$ cat config.mk
export PLATFORM = sky130hd
export DESIGN_NAME = i2c_master_byte_controller_unit
export DESIGN_NICKNAME = d
export VERILOG_FILES = /design/src/design/i2cm_pkg.sv /design/src/design/i2cm_core.sv /design/src/design/i2cm_out_reg.sv /design/src/design/i2c_master_byte_controller_unit.sv
export SDC_FILE = /design/constraint.sdc
export NUM_CORES = 1
export LEC_CHECK = 0
export BUFFER_PORTS_ARGS = -buffer_cell sky130_fd_sc_hd__buf_2
export CORE_ASPECT_RATIO = 1.4
export CORE_MARGIN = 8
export CORE_UTILIZATION = 45
export CTS_BUF_LIST = sky130_fd_sc_hd__clkbuf_8
export CTS_CLUSTER_SIZE = 16
export DETAILED_ROUTE_END_ITERATION = 8
export GPL_TIMING_DRIVEN = 0
export SYNTH_ARGS = -nofsm -noshare
export SYNTH_HDL_FRONTEND = slang
export SYNTH_SLANG_ARGS = --single-unit
$ cat constraint.sdc
create_clock -name clk -period 6 [get_ports clk]
set_input_delay 0 -clock clk [delete_from_list [all_inputs] [get_ports clk]]
set_output_delay 0 -clock clk [all_outputs]
set_load 0.01 [all_outputs]
$ cat src/design/i2cm_pkg.sv
// shared types and constants of the i2c master byte controller
`default_nettype none

package i2cm_pkg;

	localparam int unsigned TPU_W = 10;
	localparam int unsigned TMO_W = 8;
	localparam int unsigned CFG_W = 10;
	localparam int unsigned DLY_W = 12;

	localparam logic [TPU_W-1:0] TPU_RESET = 10'd100;
	localparam logic [TMO_W-1:0] TMO_RESET = 8'd250;

	localparam logic CFG_TICKS_PER_US = 1'b0;
	localparam logic CFG_ACK_TIMEOUT  = 1'b1;

	localparam logic [2:0] MODE_NONE     = 3'd0;
	localparam logic [2:0] MODE_START    = 3'd1;
	localparam logic [2:0] MODE_STOP     = 3'd2;
	localparam logic [2:0] MODE_WRITE    = 3'd3;
	localparam logic [2:0] MODE_READ_ACK = 3'd4;
	localparam logic [2:0] MODE_READ_NAK = 3'd5;

	typedef struct packed {
		logic       scl;
		logic       sda_out;
		logic       sda_drive;
		logic       ready_res;
		logic       done_res;
		logic [7:0] read_data;
		logic       ack_error;
	} res_t;

endpackage

`default_nettype wire

$ cat src/design/i2cm_core.sv
// bus sequencer state and per-tick next-state logic
`default_nettype none

module i2cm_core (
	input  wire logic                     clk,
	input  wire logic                     arst_n,
	input  wire logic                     cfg_we,
	input  wire logic                     cfg_index,
	input  wire logic [i2cm_pkg::CFG_W-1:0] cfg_data,
	input  wire logic                     take,
	input  wire logic [2:0]               mode,
	input  wire logic [7:0]               write_data,
	input  wire logic                     sda_in,
	output i2cm_pkg::res_t                res
);

	typedef enum logic [3:0] {
		PH_IDLE, PH_STA_A, PH_STA_B, PH_STP_A, PH_STP_B, PH_WR_LO, PH_WR_HI,
		PH_ACK_REL, PH_ACK_HI, PH_ACK_POLL, PH_RD_LO, PH_RD_HI, PH_ANS_LO, PH_ANS_HI
	} phase_t;

	logic [i2cm_pkg::TPU_W-1:0] tpu_q;
	logic [i2cm_pkg::TMO_W-1:0] tmo_q;
	phase_t                     phase_q;
	logic [i2cm_pkg::DLY_W-1:0] delay_q;
	logic [3:0]                 bit_q;
	logic [7:0]                 shift_q;
	logic [7:0]                 wait_q;
	logic                       scl_q;
	logic                       sda_q;
	logic                       err_q;
	logic                       drive_q;
	logic [7:0]                 rx_q;
	logic                       nack_q;

	phase_t                     n_phase;
	phase_t                     ent;
	logic                       do_enter;
	logic [i2cm_pkg::DLY_W-1:0] n_delay;
	logic [i2cm_pkg::DLY_W-1:0] dly;
	logic [2:0]                 us;
	logic [3:0]                 n_bit;
	logic [7:0]                 n_shift;
	logic [7:0]                 n_wait;
	logic                       n_scl;
	logic                       n_sda;
	logic                       n_err;
	logic                       n_drive;
	logic [7:0]                 n_rx;
	logic                       n_nack;
	logic                       done;

	always_comb begin
		n_phase  = phase_q;
		n_delay  = delay_q;
		n_bit    = bit_q;
		n_shift  = shift_q;
		n_wait   = wait_q;
		n_scl    = scl_q;
		n_sda    = sda_q;
		n_err    = err_q;
		n_drive  = drive_q;
		n_rx     = rx_q;
		n_nack   = nack_q;
		done     = 1'b0;
		do_enter = 1'b0;
		ent      = PH_IDLE;
		us       = 3'd0;
		dly      = '0;

		if (phase_q == PH_IDLE) begin
			case (mode)
				i2cm_pkg::MODE_START: begin
					do_enter = 1'b1;
					ent      = PH_STA_A;
				end
				i2cm_pkg::MODE_STOP: begin
					do_enter = 1'b1;
					ent      = PH_STP_A;
				end
				i2cm_pkg::MODE_WRITE: begin
					n_shift  = write_data;
					n_bit    = 4'd0;
					do_enter = 1'b1;
					ent      = PH_WR_LO;
				end
				i2cm_pkg::MODE_READ_ACK, i2cm_pkg::MODE_READ_NAK: begin
					n_nack   = (mode == i2cm_pkg::MODE_READ_NAK);
					n_shift  = 8'd0;
					n_bit    = 4'd0;
					do_enter = 1'b1;
					ent      = PH_RD_LO;
				end
				default: begin
				end
			endcase
		end else if (phase_q == PH_ACK_POLL) begin
			if (!sda_in) begin
				n_scl   = 1'b0;
				n_err   = 1'b0;
				n_phase = PH_IDLE;
				done    = 1'b1;
			end else if (wait_q >= tmo_q) begin
				n_err    = 1'b1;
				do_enter = 1'b1;
				ent      = PH_STP_A;
			end else begin
				n_wait = wait_q + 8'd1;
			end
		end else if (delay_q != '0) begin
			n_delay = delay_q - 1'b1;
		end else begin
			case (phase_q)
				PH_STA_A: begin
					do_enter = 1'b1;
					ent      = PH_STA_B;
				end
				PH_STA_B: begin
					n_scl   = 1'b0;
					n_phase = PH_IDLE;
					done    = 1'b1;
				end
				PH_STP_A: begin
					do_enter = 1'b1;
					ent      = PH_STP_B;
				end
				PH_STP_B: begin
					n_phase = PH_IDLE;
					done    = 1'b1;
				end
				PH_WR_LO: begin
					do_enter = 1'b1;
					ent      = PH_WR_HI;
				end
				PH_WR_HI: begin
					n_scl    = 1'b0;
					n_shift  = {shift_q[6:0], 1'b0};
					n_bit    = bit_q + 4'd1;
					do_enter = 1'b1;
					ent      = (n_bit < 4'd8) ? PH_WR_LO : PH_ACK_REL;
				end
				PH_ACK_REL: begin
					do_enter = 1'b1;
					ent      = PH_ACK_HI;
				end
				PH_ACK_HI: begin
					do_enter = 1'b1;
					ent      = PH_ACK_POLL;
				end
				PH_RD_LO: begin
					do_enter = 1'b1;
					ent      = PH_RD_HI;
				end
				PH_RD_HI: begin
					n_bit    = bit_q + 4'd1;
					do_enter = 1'b1;
					if (n_bit < 4'd8) begin
						ent = PH_RD_LO;
					end else begin
						n_rx = shift_q;
						ent  = PH_ANS_LO;
					end
				end
				PH_ANS_LO: begin
					do_enter = 1'b1;
					ent      = PH_ANS_HI;
				end
				PH_ANS_HI: begin
					n_scl   = 1'b0;
					n_phase = PH_IDLE;
					done    = 1'b1;
				end
				default: begin
					n_phase = PH_IDLE;
				end
			endcase
		end

		if (do_enter) begin
			n_phase = ent;
			case (ent)
				PH_STA_A: begin
					n_drive = 1'b1;
					n_sda   = 1'b1;
					n_scl   = 1'b1;
					us      = 3'd4;
				end
				PH_STA_B: begin
					n_sda = 1'b0;
					us    = 3'd4;
				end
				PH_STP_A: begin
					n_drive = 1'b1;
					n_scl   = 1'b0;
					n_sda   = 1'b0;
					us      = 3'd4;
				end
				PH_STP_B: begin
					n_scl = 1'b1;
					n_sda = 1'b1;
					us    = 3'd4;
				end
				PH_WR_LO: begin
					n_drive = 1'b1;
					n_scl   = 1'b0;
					n_sda   = n_shift[7];
					us      = 3'd2;
				end
				PH_WR_HI: begin
					n_scl = 1'b1;
					us    = 3'd2;
				end
				PH_ACK_REL: begin
					n_drive = 1'b0;
					n_sda   = 1'b1;
					us      = 3'd1;
				end
				PH_ACK_HI: begin
					n_scl = 1'b1;
					us    = 3'd1;
				end
				PH_ACK_POLL: begin
					n_wait = 8'd0;
				end
				PH_RD_LO: begin
					n_drive = 1'b0;
					n_sda   = 1'b1;
					n_scl   = 1'b0;
					us      = 3'd2;
				end
				PH_RD_HI: begin
					n_scl   = 1'b1;
					n_shift = {n_shift[6:0], sda_in};
					us      = 3'd1;
				end
				PH_ANS_LO: begin
					n_scl   = 1'b0;
					n_drive = 1'b1;
					n_sda   = n_nack;
					us      = 3'd2;
				end
				PH_ANS_HI: begin
					n_scl = 1'b1;
					us    = 3'd2;
				end
				default: begin
				end
			endcase
			// segment length in ticks is us scaled by ticks_per_us
			case (us)
				3'd1:    dly = {2'b00, tpu_q};
				3'd2:    dly = {1'b0, tpu_q, 1'b0};
				3'd4:    dly = {tpu_q, 2'b00};
				default: dly = '0;
			endcase
			n_delay = (dly == '0) ? '0 : dly - 1'b1;
		end
	end

	always_ff @(posedge clk or negedge arst_n) begin
		if (!arst_n) begin
			tpu_q   <= i2cm_pkg::TPU_RESET;
			tmo_q   <= i2cm_pkg::TMO_RESET;
			phase_q <= PH_IDLE;
			delay_q <= '0;
			bit_q   <= 4'd0;
			shift_q <= 8'd0;
			wait_q  <= 8'd0;
			scl_q   <= 1'b1;
			sda_q   <= 1'b1;
			err_q   <= 1'b0;
			drive_q <= 1'b1;
			rx_q    <= 8'd0;
			nack_q  <= 1'b0;
		end else begin
			if (cfg_we) begin
				case (cfg_index)
					i2cm_pkg::CFG_TICKS_PER_US: tpu_q <= cfg_data[i2cm_pkg::TPU_W-1:0];
					i2cm_pkg::CFG_ACK_TIMEOUT:  tmo_q <= cfg_data[i2cm_pkg::TMO_W-1:0];
					default: begin
					end
				endcase
			end
			if (take) begin
				phase_q <= n_phase;
				delay_q <= n_delay;
				bit_q   <= n_bit;
				shift_q <= n_shift;
				wait_q  <= n_wait;
				scl_q   <= n_scl;
				sda_q   <= n_sda;
				err_q   <= n_err;
				drive_q <= n_drive;
				rx_q    <= n_rx;
				nack_q  <= n_nack;
			end
		end
	end

	always_comb begin
		res.scl       = n_scl;
		res.sda_out   = n_drive ? n_sda : 1'b1;
		res.sda_drive = n_drive;
		res.ready_res = (n_phase == PH_IDLE);
		res.done_res  = done;
		res.read_data = n_rx;
		res.ack_error = n_err;
	end

endmodule

`default_nettype wire

$ cat src/design/i2cm_out_reg.sv
// output word register with valid/stall handshake
`default_nettype none

module i2cm_out_reg (
	input  wire logic           clk,
	input  wire logic           arst_n,
	input  wire logic           in_valid,
	output logic                in_stall,
	output logic                take,
	input  i2cm_pkg::res_t      res,
	output logic                out_valid,
	input  wire logic           out_stall,
	output i2cm_pkg::res_t      res_q
);

	logic out_valid_q;

	assign in_stall  = out_valid_q & out_stall;
	assign take      = in_valid & ~in_stall;
	assign out_valid = out_valid_q;

	always_ff @(posedge clk or negedge arst_n) begin
		if (!arst_n) begin
			out_valid_q <= 1'b0;
		end else if (take) begin
			out_valid_q <= 1'b1;
		end else if (!out_stall) begin
			out_valid_q <= 1'b0;
		end
	end

	always_ff @(posedge clk) begin
		if (take) begin
			res_q <= res;
		end
	end

endmodule

`default_nettype wire

$ cat src/design/i2c_master_byte_controller_unit.sv
// latency: a result word is registered at the edge that accepts its input word
// and is offered on the output the cycle after
// throughput: one input word per cycle while the output is not stalled, one result word per input word
// reset: sequencer idle, scl and sda high and driven, timing registers 100 and 250
// the output register holds one word and takes a new one while the old one leaves
`default_nettype none

module i2c_master_byte_controller_unit (
	input  wire logic                       clk,
	input  wire logic                       arst_n,
	input  wire logic                       cfg_we,
	input  wire logic                       cfg_index,
	input  wire logic [i2cm_pkg::CFG_W-1:0] cfg_data,
	input  wire logic                       in_valid,
	output logic                            in_stall,
	input  wire logic [2:0]                 mode,
	input  wire logic [7:0]                 write_data,
	input  wire logic                       sda_in,
	output logic                            out_valid,
	input  wire logic                       out_stall,
	output logic                            scl,
	output logic                            sda_out,
	output logic                            sda_drive,
	output logic                            ready_res,
	output logic                            done_res,
	output logic [7:0]                      read_data,
	output logic                            ack_error
);

	logic           take;
	i2cm_pkg::res_t res;
	i2cm_pkg::res_t res_q;

	i2cm_core u_core (
		.clk        (clk),
		.arst_n     (arst_n),
		.cfg_we     (cfg_we),
		.cfg_index  (cfg_index),
		.cfg_data   (cfg_data),
		.take       (take),
		.mode       (mode),
		.write_data (write_data),
		.sda_in     (sda_in),
		.res        (res)
	);

	i2cm_out_reg u_out (
		.clk       (clk),
		.arst_n    (arst_n),
		.in_valid  (in_valid),
		.in_stall  (in_stall),
		.take      (take),
		.res       (res),
		.out_valid (out_valid),
		.out_stall (out_stall),
		.res_q     (res_q)
	);

	assign scl       = res_q.scl;
	assign sda_out   = res_q.sda_out;
	assign sda_drive = res_q.sda_drive;
	assign ready_res = res_q.ready_res;
	assign done_res  = res_q.done_res;
	assign read_data = res_q.read_data;
	assign ack_error = res_q.ack_error;

endmodule

`default_nettype wire

==> run summary, run 1 <==
Required time of the critical path = 6.22 ns
Commonest cells in the netlist = nand2_1 (100), dfrtp_1 (56), nor2_1 (47)
CP arrival = 4.66 ns
Async set-reset flop share out of synthesis = 82.9%
Placement Setup Slack = 1.64 ns
Clk sinks = 82
Number of flops mapped to enable cells by yosys = 14
Rows = 47
CTS H-tree lvls = 3
First-pass GRT wire length = 23.6 mm
# setup viols final = 0
DRT Pass-1 Iters = 5
Fin cells = 827
Clock latency on the worst-skew pair = 0.37 ns
Peak Freq = 225 MHz
Peak supply drop = 259 uV
Inserted Diodes = 0
CTS tree = done
Startpoint types = flip-flop
Die ar. = 15600 sq um
Post-Route WL = 14.1 mm
Total track usage = 18.8%
Die Ht = 145 microns
Unrepaired setup endpoints after global routing = false
Hold Fails Final Rpt = 0
Area contributors post-synth = dfrtp_1 (26%), edfxtp_1 (7.9%), nand2_1 (7.1%), mux2_2 (6.3%), dfstp_2 (5.9%)
Clock skew = 0.00892 ns
Worst Setup End Kind = flip-flop
Number of synthesized register bits = 82
Cts bufs inserted = 9
Port buffer count = 43
Synthesized area per cell = 8.76 sq um
Metal3 WL = 738 microns
Synth cell types = 69
Starting density of the core = 45.5%
DP Area = 5720 sq um
Count leader, synth = nand2_1
1st-iter DRT viols = 347
Syn Nets = 649
Post-placement cell count = 797
WS Path Type = reg -> reg
Nets = 717
Die span in x = 108 microns
Final Cell Area = 6060 sq um
Sequential-to-total area share from yosys stat = 40.2%
Final slew viol count = 0
Post-synth top area share = 26.3%
GRT overflow = 0
Status = complete, no violations
# IOs = 44
Vias per std cell = 5.93
Root buffer cell = clkbuf_8
Area growth syn-to-layout = 13.9%
Largest net degree at the start of global routing = 69
Hold Path Class = in -> reg
Max_slew headroom = 19.5%
Initial antenna violation count = 0
CP max FO = 10
Post-synth top flop = dfrtp_1
Highest metal used = met4
Clock edge transition at the registers on the reported setup and hold paths = 0.09 ns
Vias in the first global route = 4787
Mapped Area = 5320 sq um
Max cap viols = 0
GP Congestion = 0.938
Ys Warns = 0
Clock Tree Buf Depth = 2
Routed met2 length = 7.09 mm
PnR worst setup slack = 1.57 ns
DR vias = 4900
PwrDens = 409 nW/um^2
Worst Hold Slack = 0.0158 ns
Share of cells above drive strength 1 = 17.5%
Sum Neg Setup Slack = 0 ns
DRC = 0
Minimum clock period = 4.43 ns
Post-DP HPWL = 10.3 mm
Routed Antenna Nets = 0
Crit share post-route = 73.9%
Core box area = 11700 sq um
Leak Pwr = 2.64 nW
Syn Inst Count = 607
Per-cell routed wire length = 17.1 microns
Worst-margin pin slew = 1.21 ns
Metal1 wirelength = 5.95 mm
Post-synth top area cell = dfrtp_1
## through the flow
step	util [%]	total power (W)
after floorplan	-	0.00174
after global placement	48.9	0.00204
after detailed placement	48.9	0.00206
after CTS	51.8	0.00248
after global routing	51.8	0.00268
final	51.8	0.00248
## flip-flops by register name, indices dropped and copies added, names as in the netlist
signal           cells
u_core.sda_q         1
u_core.delay_q      12
u_core.rx_q          8
u_core.wait_q        8
u_out.out_valid      1
u_core.bit_q         4
u_core.tmo_q         8
u_core.err_q         1
u_core.scl_q         1
u_core.drive_q       1
u_core.shift_q       8
u_out.res_q         14
u_core.phase_q       4
u_core.tpu_q        10
u_core.nack_q        1
## report_power, final
group          internal [W]  switching [W]
clock network      0.000192       0.000216
logic              0.000477       0.000779
registers          0.000707       0.000108
total               0.00138        0.00110
## final cells by class
class / instances / area, sq um
Sequential cell: 82 / 2140
Clock buffer: 9 / 124
Multi-Input combinational cell: 475 / 2980
Fill cell: 1122 / 5650
Inverter: 20 / 75.1
Clock inverter: 7 / 71.3
Buffer: 30 / 126
Timing Repair Buffer: 57 / 358
Tap cell: 147 / 184
## critical path, cell delays in order, from the launching register on
cell and delay, ns:
dfrtp_1 0.34, clkbuf_1 0.34, or3_1 0.22, nand2b_1 0.11, clkbuf_1 0.40, nor3_1 0.10, a21oi_1 0.42, and2_1 0.26
clkbuf_1 0.37, clkbuf_1 0.42, a21oi_1 0.09, a222oi_1 0.28, and3_1 0.23, and2_1 0.19, nand3_2 0.14, nand3_2 0.22
o221ai_1 0.17
## timing repair
action                                  4_1_cts  5_1_grt
endpoints found under the hold margin        76        0
endpoints found under the setup margin        0        0
hold buffers                                 14        0
buffers inserted                              0        0
gates resized for setup                       0        0
## kinds of logic (layout without fill, tap and decap cells)
kind of cell / after synthesis / after routing / share of synthesized area (%)
adder cells (fa/ha/maj): 15 / 15 / 3.48
flip-flops: 82 / 82 / 40.2
AND/OR/NAND/NOR: 237 / 237 / 21.5
AO/OA/AOI/OAI: 168 / 168 / 20.5
XOR/XNOR: 21 / 21 / 3.46
multiplexers: 34 / 34 / 7.10
buffers and inverters: 50 / 123 / 3.79
## cell usage in the layout, fill, tap and decap left out, types with 5 or more instances in the layout
cell type	instances
a21oi_1	42
o21ai_0	44
dlygate4sd3_1	14
buf_2	44
edfxtp_1	14
o21ai_1	8
nand2_1	100
and3_1	7
inv_1	20
nor3_1	19
nand2b_1	7
nor2_1	47
nand3_1	12
dfrtp_1	56
a22o_1	11
clkbuf_1	22
dfstp_2	12
a22oi_1	10
xnor2_1	14
o21a_1	5
xor2_1	7
nand4_1	9
mux2_2	30
o221ai_1	9
and2_1	6
ha_1	14
clkbuf_8	9
## per-layer routing
layer	vias to the layer above	global-route usage, %
met2	156	32.6
met4	0	7.77
met1	2359	22.3
met3	35	3.28
met5	-	0
li1	2350	-
## final timing paths
check | startpoint | to | depth (start not counted) | slack (ns)
worst max-delay path | u_core.phase_q[2]$_DFFE_PN0P_ | u_core.delay_q[4]$_DFFE_PN0P_ | 16 | 1.57
worst min-delay path | cfg_index | u_core.tpu_q[3]$_DFFE_PN0P_ | 3 | 0.02
worst max register to register | u_core.phase_q[2]$_DFFE_PN0P_ | u_core.delay_q[4]$_DFFE_PN0P_ | 16 | 1.57
worst min register to register | u_core.scl_q$_DFFE_PN1P_ | u_core.scl_q$_DFFE_PN1P_ | 2 | 0.46
max in group asynchronous | arst_n | u_core.delay_q[10]$_DFFE_PN0P_ | 2 | 5.14
min in group asynchronous | arst_n | u_core.rx_q[5]$_DFFE_PN0P_ | 2 | 0.30
(Power assumes the default switching activity.)
==> run 2: changes to the inputs <==
- ABC_AREA: not set -> 1
- PLACE_DENSITY: not set -> 0.65
- clock period: 6 -> 4.05 ns (I/O delays scaled with it)
==> run 2 against run 1 <==
Against the previous run: worst setup slack lost 1.1 ns; register-to-register slack lost 1.1 ns; sequential cell count is the same; core utilization grew 0.25 points; cell count grew 18%; sequential share of layout area shrank 1.6 points; area after synthesis grew 4.1%; critical path depth grew 5; total power grew 58%; via count grew 2.7%; first-iteration DRC count shrank 32%; wire length shrank 4.5%; highest routed layer unchanged.
==> run summary, run 2 <==
Sum Neg Setup Slack = 0 ns
PwrDens = 617 nW/um^2
Cts bufs inserted = 9
GP Congestion = 0.904
Number of flops mapped to enable cells by yosys = 14
Final slew viol count = 0
Tot Pwr = 0.00391 W
First-pass GRT wire length = 22.8 mm
Nets = 862
Post-synth top area cell = dfrtp_1
Most frequent cells in the layout = nand2_1 (172), inv_1 (97), nor2_1 (81), o21ai_0 (67), dfrtp_1 (56)
DRC = 0
Biggest regs = u_out.res_q (14), u_core.delay_q (12), u_core.tpu_q (10)
Hold Path Class = in -> reg
Per-cell routed wire length = 13.8 microns
CP Cell Sequence = inv_1, ha_1, a21o_1, nor2_1, nand3_1, nand3_1, nand3_4, nand3_2, nand3_2, buf_6, o21bai_1, and2_1, ha_1, nand3_1, nor2_2, inv_2, nor2_1, nand3_1, nand2_1, nand2_2, a21oi_2
Clk sinks = 82
1st-iter DRT viols = 236
Inserted Diodes = 0
Placement Setup Slack = 0.481 ns
Worst-margin pin slew = 1.27 ns
Port buffer count = 43
Post-Synth Adder-Cell Area = 3.16%
Vias in the first global route = 4973
XOR/XNOR Fraction of Synth Area = 1.11%
Largest stage delay, worst path = 0.53 ns
Ys Warns = 0
# hold bufs at CTS = 17
Post-CTS Resized = 0
Status = complete, no violations
Startpoint types = flip-flop
Final Cell Area = 6340 sq um
Fin cells = 975
# IOs = 44
Largest family of logic cells by synthesized area = simple AND/OR/NAND/NOR gates
Synth cell types = 49
Syn Inst Count = 749
# setup viols final = 0
Sequential-to-total area share from yosys stat = 38.6%
WS Path Type = reg -> reg
Root buffer cell = clkbuf_8
Compound-Gate Fraction of Synth Area = 15.1%
Number of synthesized register bits = 82
Most common cell after layout, fill and taps aside = nand2_1
Post-Route WL = 13.5 mm
CTS tree = done
CTS H-tree lvls = 3
Area growth syn-to-layout = 14.5%
Peak Freq = 283 MHz
Max_slew headroom = 15.3%
Mapped Area = 5540 sq um
Post-synth top flop = dfrtp_1
Syn Nets = 791
Starting density of the core = 45.4%
DRT Pass-1 Iters = 5
Peak supply drop = 406 uV
Total track usage = 17.5%
Simple logic cell fraction of the synthesized area = 32.6%
Slowest CP cell = dfstp_2
Largest register FFs = 14
Async set-reset flop share out of synthesis = 82.9%
Clock Tree Buf Depth = 2
CP max FO = 10
Clock skew = 0.0121 ns
Max cap viols = 0
Minimum clock period = 3.54 ns
Crit share post-route = 87.4%
Die span in x = 110 microns
GRT overflow = 0
Worst Setup End Kind = flip-flop
Post-DP HPWL = 10.5 mm
Clock latency on the worst-skew pair = 0.37 ns
Die ar. = 16200 sq um
PnR worst setup slack = 0.510 ns
Area contributors post-synth = dfrtp_1 (25%), nand2_1 (12%), edfxtp_1 (7.6%), inv_1 (6.6%), o21ai_0 (6.1%)
DR vias = 5031
Clock edge transition at the registers on the reported setup and hold paths = 0.09 ns
Mux share of post-synthesis cell area = 0.407%
Required time of the critical path = 4.35 ns
Rows = 48
Vias per std cell = 5.16
Post-synth top area share = 25.3%
CP arrival = 3.84 ns
Crit path top cell by count = nand3_1
Share of cells above drive strength 1 = 20.5%
Leak Pwr = 3.02 nW
DP Area = 5950 sq um
Count leader, synth = nand2_1
Synthesized area per cell = 7.40 sq um
Die Ht = 147 microns
Post-placement cell count = 942
Initial antenna violation count = 0
Unrepaired setup endpoints after global routing = false
Largest Register = u_out.res_q
Largest net degree at the start of global routing = 69
Commonest cells in the netlist = nand2_1 (172), inv_1 (97), nor2_1 (81)
Hold Fails Final Rpt = 0
Post-CTS setup buffers = 0
Routed Antenna Nets = 0
Core box area = 12200 sq um
## run 2: cell types whose count changed after synthesis, sizes merged, moves of 12 or more
cell	change
clkbuf	-12
inv	+91
mux2	-28
nand2	+97
nand3	+34
nor2	+53
o21ai	+21
## run 2: power by group
| part | switching, W | leakage, nW | internal [W] | total [W] |
|---|---|---|---|---|
| clock network | 0.000323 | 0.112 | 0.000353 | 0.000676 |
| registers | 0.000159 | 0.969 | 0.00107 | 0.00123 |
| logic | 0.00130 | 1.94 | 0.000703 | 0.00200 |
## run 2: final cells by class
class | count | area, sq um
plain buffers | 16 | 83.8
flip-flops and latches | 82 | 2140
well taps | 150 | 188
multi-input cells | 540 | 2900
clock buffers | 9 | 124
repair buffers | 60 | 388
inverters | 111 | 419
clock inverters | 7 | 101
fillers | 1196 | 5850
## run 2: worst max-delay path, delay by kind of cell, from the launching register on
family / cells / cell delay [ns]
DFF: 1 / 0.53
AOI/OAI and AO/OA: 3 / 0.43
and+or+nand+nor: 13 / 1.75
buffers and inverters: 3 / 0.25
adders and majority gates: 2 / 0.50
## run 2: per-layer routing
metal	vias to the layer above	GRT usage (%)	wire length, microns
met5	-	0	0
met2	87	31.6	7050
met1	2342	19.2	5580
met4	0	8.00	338
met3	22	2.94	530
li1	2580	-	-
## run 2: cells by family (layout without fill, tap and decap cells)
family / count (synthesis) / after routing
multiplexers: 2 / 2
XOR/XNOR: 7 / 7
AND/OR/NAND/NOR: 378 / 378
AO/OA/AOI/OAI: 139 / 139
adder cells (fa/ha/maj): 14 / 14
flip-flops: 82 / 82
buffers and inverters: 127 / 203
## run 2: worst paths after layout
path	endpoint	slack [ns]	from	cells past startpoint
max	u_core.delay_q[8]$_DFFE_PN0P_	0.51	u_core.tmo_q[7]$_DFFE_PN1P_	21
min	u_core.shift_q[1]$_DFFE_PN0P_	0.04	write_data[0]	5
max reg2reg	u_core.delay_q[8]$_DFFE_PN0P_	0.51	u_core.tmo_q[7]$_DFFE_PN1P_	21
min reg2reg	u_core.scl_q$_DFFE_PN1P_	0.48	u_core.scl_q$_DFFE_PN1P_	2
max in group asynchronous	u_core.shift_q[0]$_DFFE_PN0P_	3.16	arst_n	2
min in group asynchronous	u_core.rx_q[5]$_DFFE_PN0P_	0.26	arst_n	2
## run 2: through the flow
step / hold WS, ns / utilization (%)
global placement: 0.198 / 48.7
floorplan: -0.296 / -
CTS: 0.0156 / 52.0
global route: 0.0687 / 52.0
detailed placement: 0.193 / 48.8
finish: 0.0389 / 52.0
==> run 3: changes to the inputs <==
- PLACE_DENSITY: 0.65 -> not set
- clock period: 4.05 -> 3.8 ns (I/O delays scaled with it)
==> run 3 against run 2 <==
Against the previous run: cell count increased by 0.10%; fmax increased by 3.0%; global-route usage increased by 0.74 points; core utilization increased by 0.27 points; critical path type unchanged; largest cell class unchanged.
==> run summary, run 3 (synthesis gave the netlist of run 2 again) <==
Status = complete, no violations
Critical path origin = u_core.tmo_q[3]$_DFFE_PN1P_
R2r endpoint = u_core.delay_q[8]$_DFFE_PN0P_
Clk sinks = 82
Busiest grt layer = met2
GRT overflow = 0
WS Path Type = reg -> reg
Post-Route WL = 14.1 mm
Tot Pwr = 0.00416 W
Hold Fails Final Rpt = 0
1st-iter DRT viols = 285
Root buffer cell = clkbuf_8
Hold Path Sink = u_core.shift_q[3]$_DFFE_PN0P_
Most frequent cells in the layout = nand2_1 (172), inv_1 (98), nor2_1 (79), o21ai_0 (67), dfrtp_1 (56)
CTS H-tree lvls = 3
Peak Freq = 291 MHz
Post-DP HPWL = 10.9 mm
Share of cells above drive strength 1 = 21.1%
Fill cell count = 1211
Largest Register = u_out.res_q
Total track usage = 18.3%
Core box area = 12200 sq um
Peak supply drop = 346 uV
Rows = 48
Cell count of the worst reg-to-reg path = 24
Worst reg2reg startpoint = u_core.tmo_q[3]$_DFFE_PN1P_
Met2 capacity usage during global routing = 33.0%
Starting density of the core = 45.4%
PwrDens = 653 nW/um^2
Min-delay src = write_data[2]
Clock Tree Buf Depth = 2
Area growth syn-to-layout = 15.0%
Worst Setup End Kind = flip-flop
Most common cell after layout, fill and taps aside = nand2_1
Startpoint types = flip-flop
Hold Path Class = in -> reg
Worst-margin pin slew = 1.33 ns
DR vias = 5084
# setup viols final = 0
CP max FO = 10
Crit share post-route = 90.5%
Clock skew = 0.0164 ns
PnR worst setup slack = 0.363 ns
DRT Pass-1 Iters = 5
Leak Pwr = 3.03 nW
Vias in the first global route = 4996
Hold path depth = 5
Port buffer count = 43
Die ar. = 16200 sq um
Placement Setup Slack = 0.207 ns
Setup slack, reg-to-reg = 0.36 ns
Initial antenna violation count = 0
Worst Hold Slack = 0.00533 ns
Clock latency on the worst-skew pair = 0.38 ns
Biggest regs = u_out.res_q (14), u_core.delay_q (12), u_core.tpu_q (10)
DRC = 0
Max cap viols = 0
# IOs = 44
Inserted Diodes = 0
Die span in x = 110 microns
Largest net degree at the start of global routing = 45
CP arrival = 3.74 ns
Clock edge transition at the registers on the reported setup and hold paths = 0.09 ns
Nets = 863
Minimum clock period = 3.44 ns
Per-cell routed wire length = 14.5 microns
Vias per std cell = 5.21
Footprint of the multi-input gates = 2930 sq um
GP Congestion = 0.890
FF/Latch Area = 2140 sq um
Routed Antenna Nets = 0
Met1 GRT Util = 20.1%
Cts bufs inserted = 9
Die Ht = 147 microns
Largest register FFs = 14
First-pass GRT wire length = 23.6 mm
CTS tree = done
Required time of the critical path = 4.11 ns
Final slew viol count = 0
Max_slew headroom = 11.2%
Met3 Track Usage GR = 3.11%
==> run 3: where the power goes <==
group	internal (W)	switching, W	leakage, nW
clock	0.000324	0.000350	0.108
sequential	0.00114	0.000171	0.969
combinational	0.000763	0.00141	1.96
==> run 3: worst max path at each step <==
stage / endpoint / depth (start not counted)
after floorplan: u_core.delay_q[8]$_DFFE_PN0P_ / 23
after global placement: u_core.delay_q[8]$_DFFE_PN0P_ / 21
after detailed placement: u_core.delay_q[8]$_DFFE_PN0P_ / 21
after CTS: u_core.delay_q[8]$_DFFE_PN0P_ / 21
after global routing: u_core.delay_q[8]$_DFFE_PN0P_ / 23
final: u_core.delay_q[8]$_DFFE_PN0P_ / 24
==> run 3: routing by layer <==
layer	share of wire [%]	vias to the layer above
li1	-	2584
met1	41	2382
met3	4.1	23
met2	52	95
met4	2.4	0
met5	0	-
==> run 3: final cells by class <==
class,count,share of cell area [%]
Buffer,16,1.32
Sequential cell,82,33.5
Clock inverter,6,1.02
Inverter,111,6.58
Multi-Input combinational cell,540,45.9
Clock buffer,10,2.16
Tap cell,150,2.94
Timing Repair Buffer,61,6.52
==> run 3: timing repair <==
item                                    CTS  global route
gates resized for setup                   0             7
endpoints found under the setup margin    0             2
buffers inserted                          0             0
endpoints found under the hold margin    79             0
hold buffers                             17             0
==> run 3: per-stage QoR <==
stage	cells	cell area (sq um)	TNS [ns]	util (%)
floorplan	749	5540	0	-
global placement	942	5940	0	48.7
detailed placement	943	5970	0	49.0
CTS	976	6350	0	52.1
global route	976	6370	-0.0138	52.3
finish	976	6370	0	52.3
==> run 3: worst max-delay path, cell delays in order, from the launching register on <==
cell	delay (ns)
dfstp_2	0.54
inv_1	0.04
ha_1	0.28
nand2_1	0.10
inv_1	0.05
nand2_1	0.05
nand2_1	0.04
nand2_1	0.10
nand4_1	0.19
nand3_2	0.13
nand2_4	0.10
nand3_1	0.16
nand3_2	0.11
buf_6	0.15
o21bai_1	0.15
and2_1	0.18
ha_2	0.21
nand3_1	0.12
nor2_4	0.14
inv_2	0.05
nor2_1	0.14
nand3_1	0.08
nand2_1	0.09
nand2_2	0.06
a21oi_2	0.10
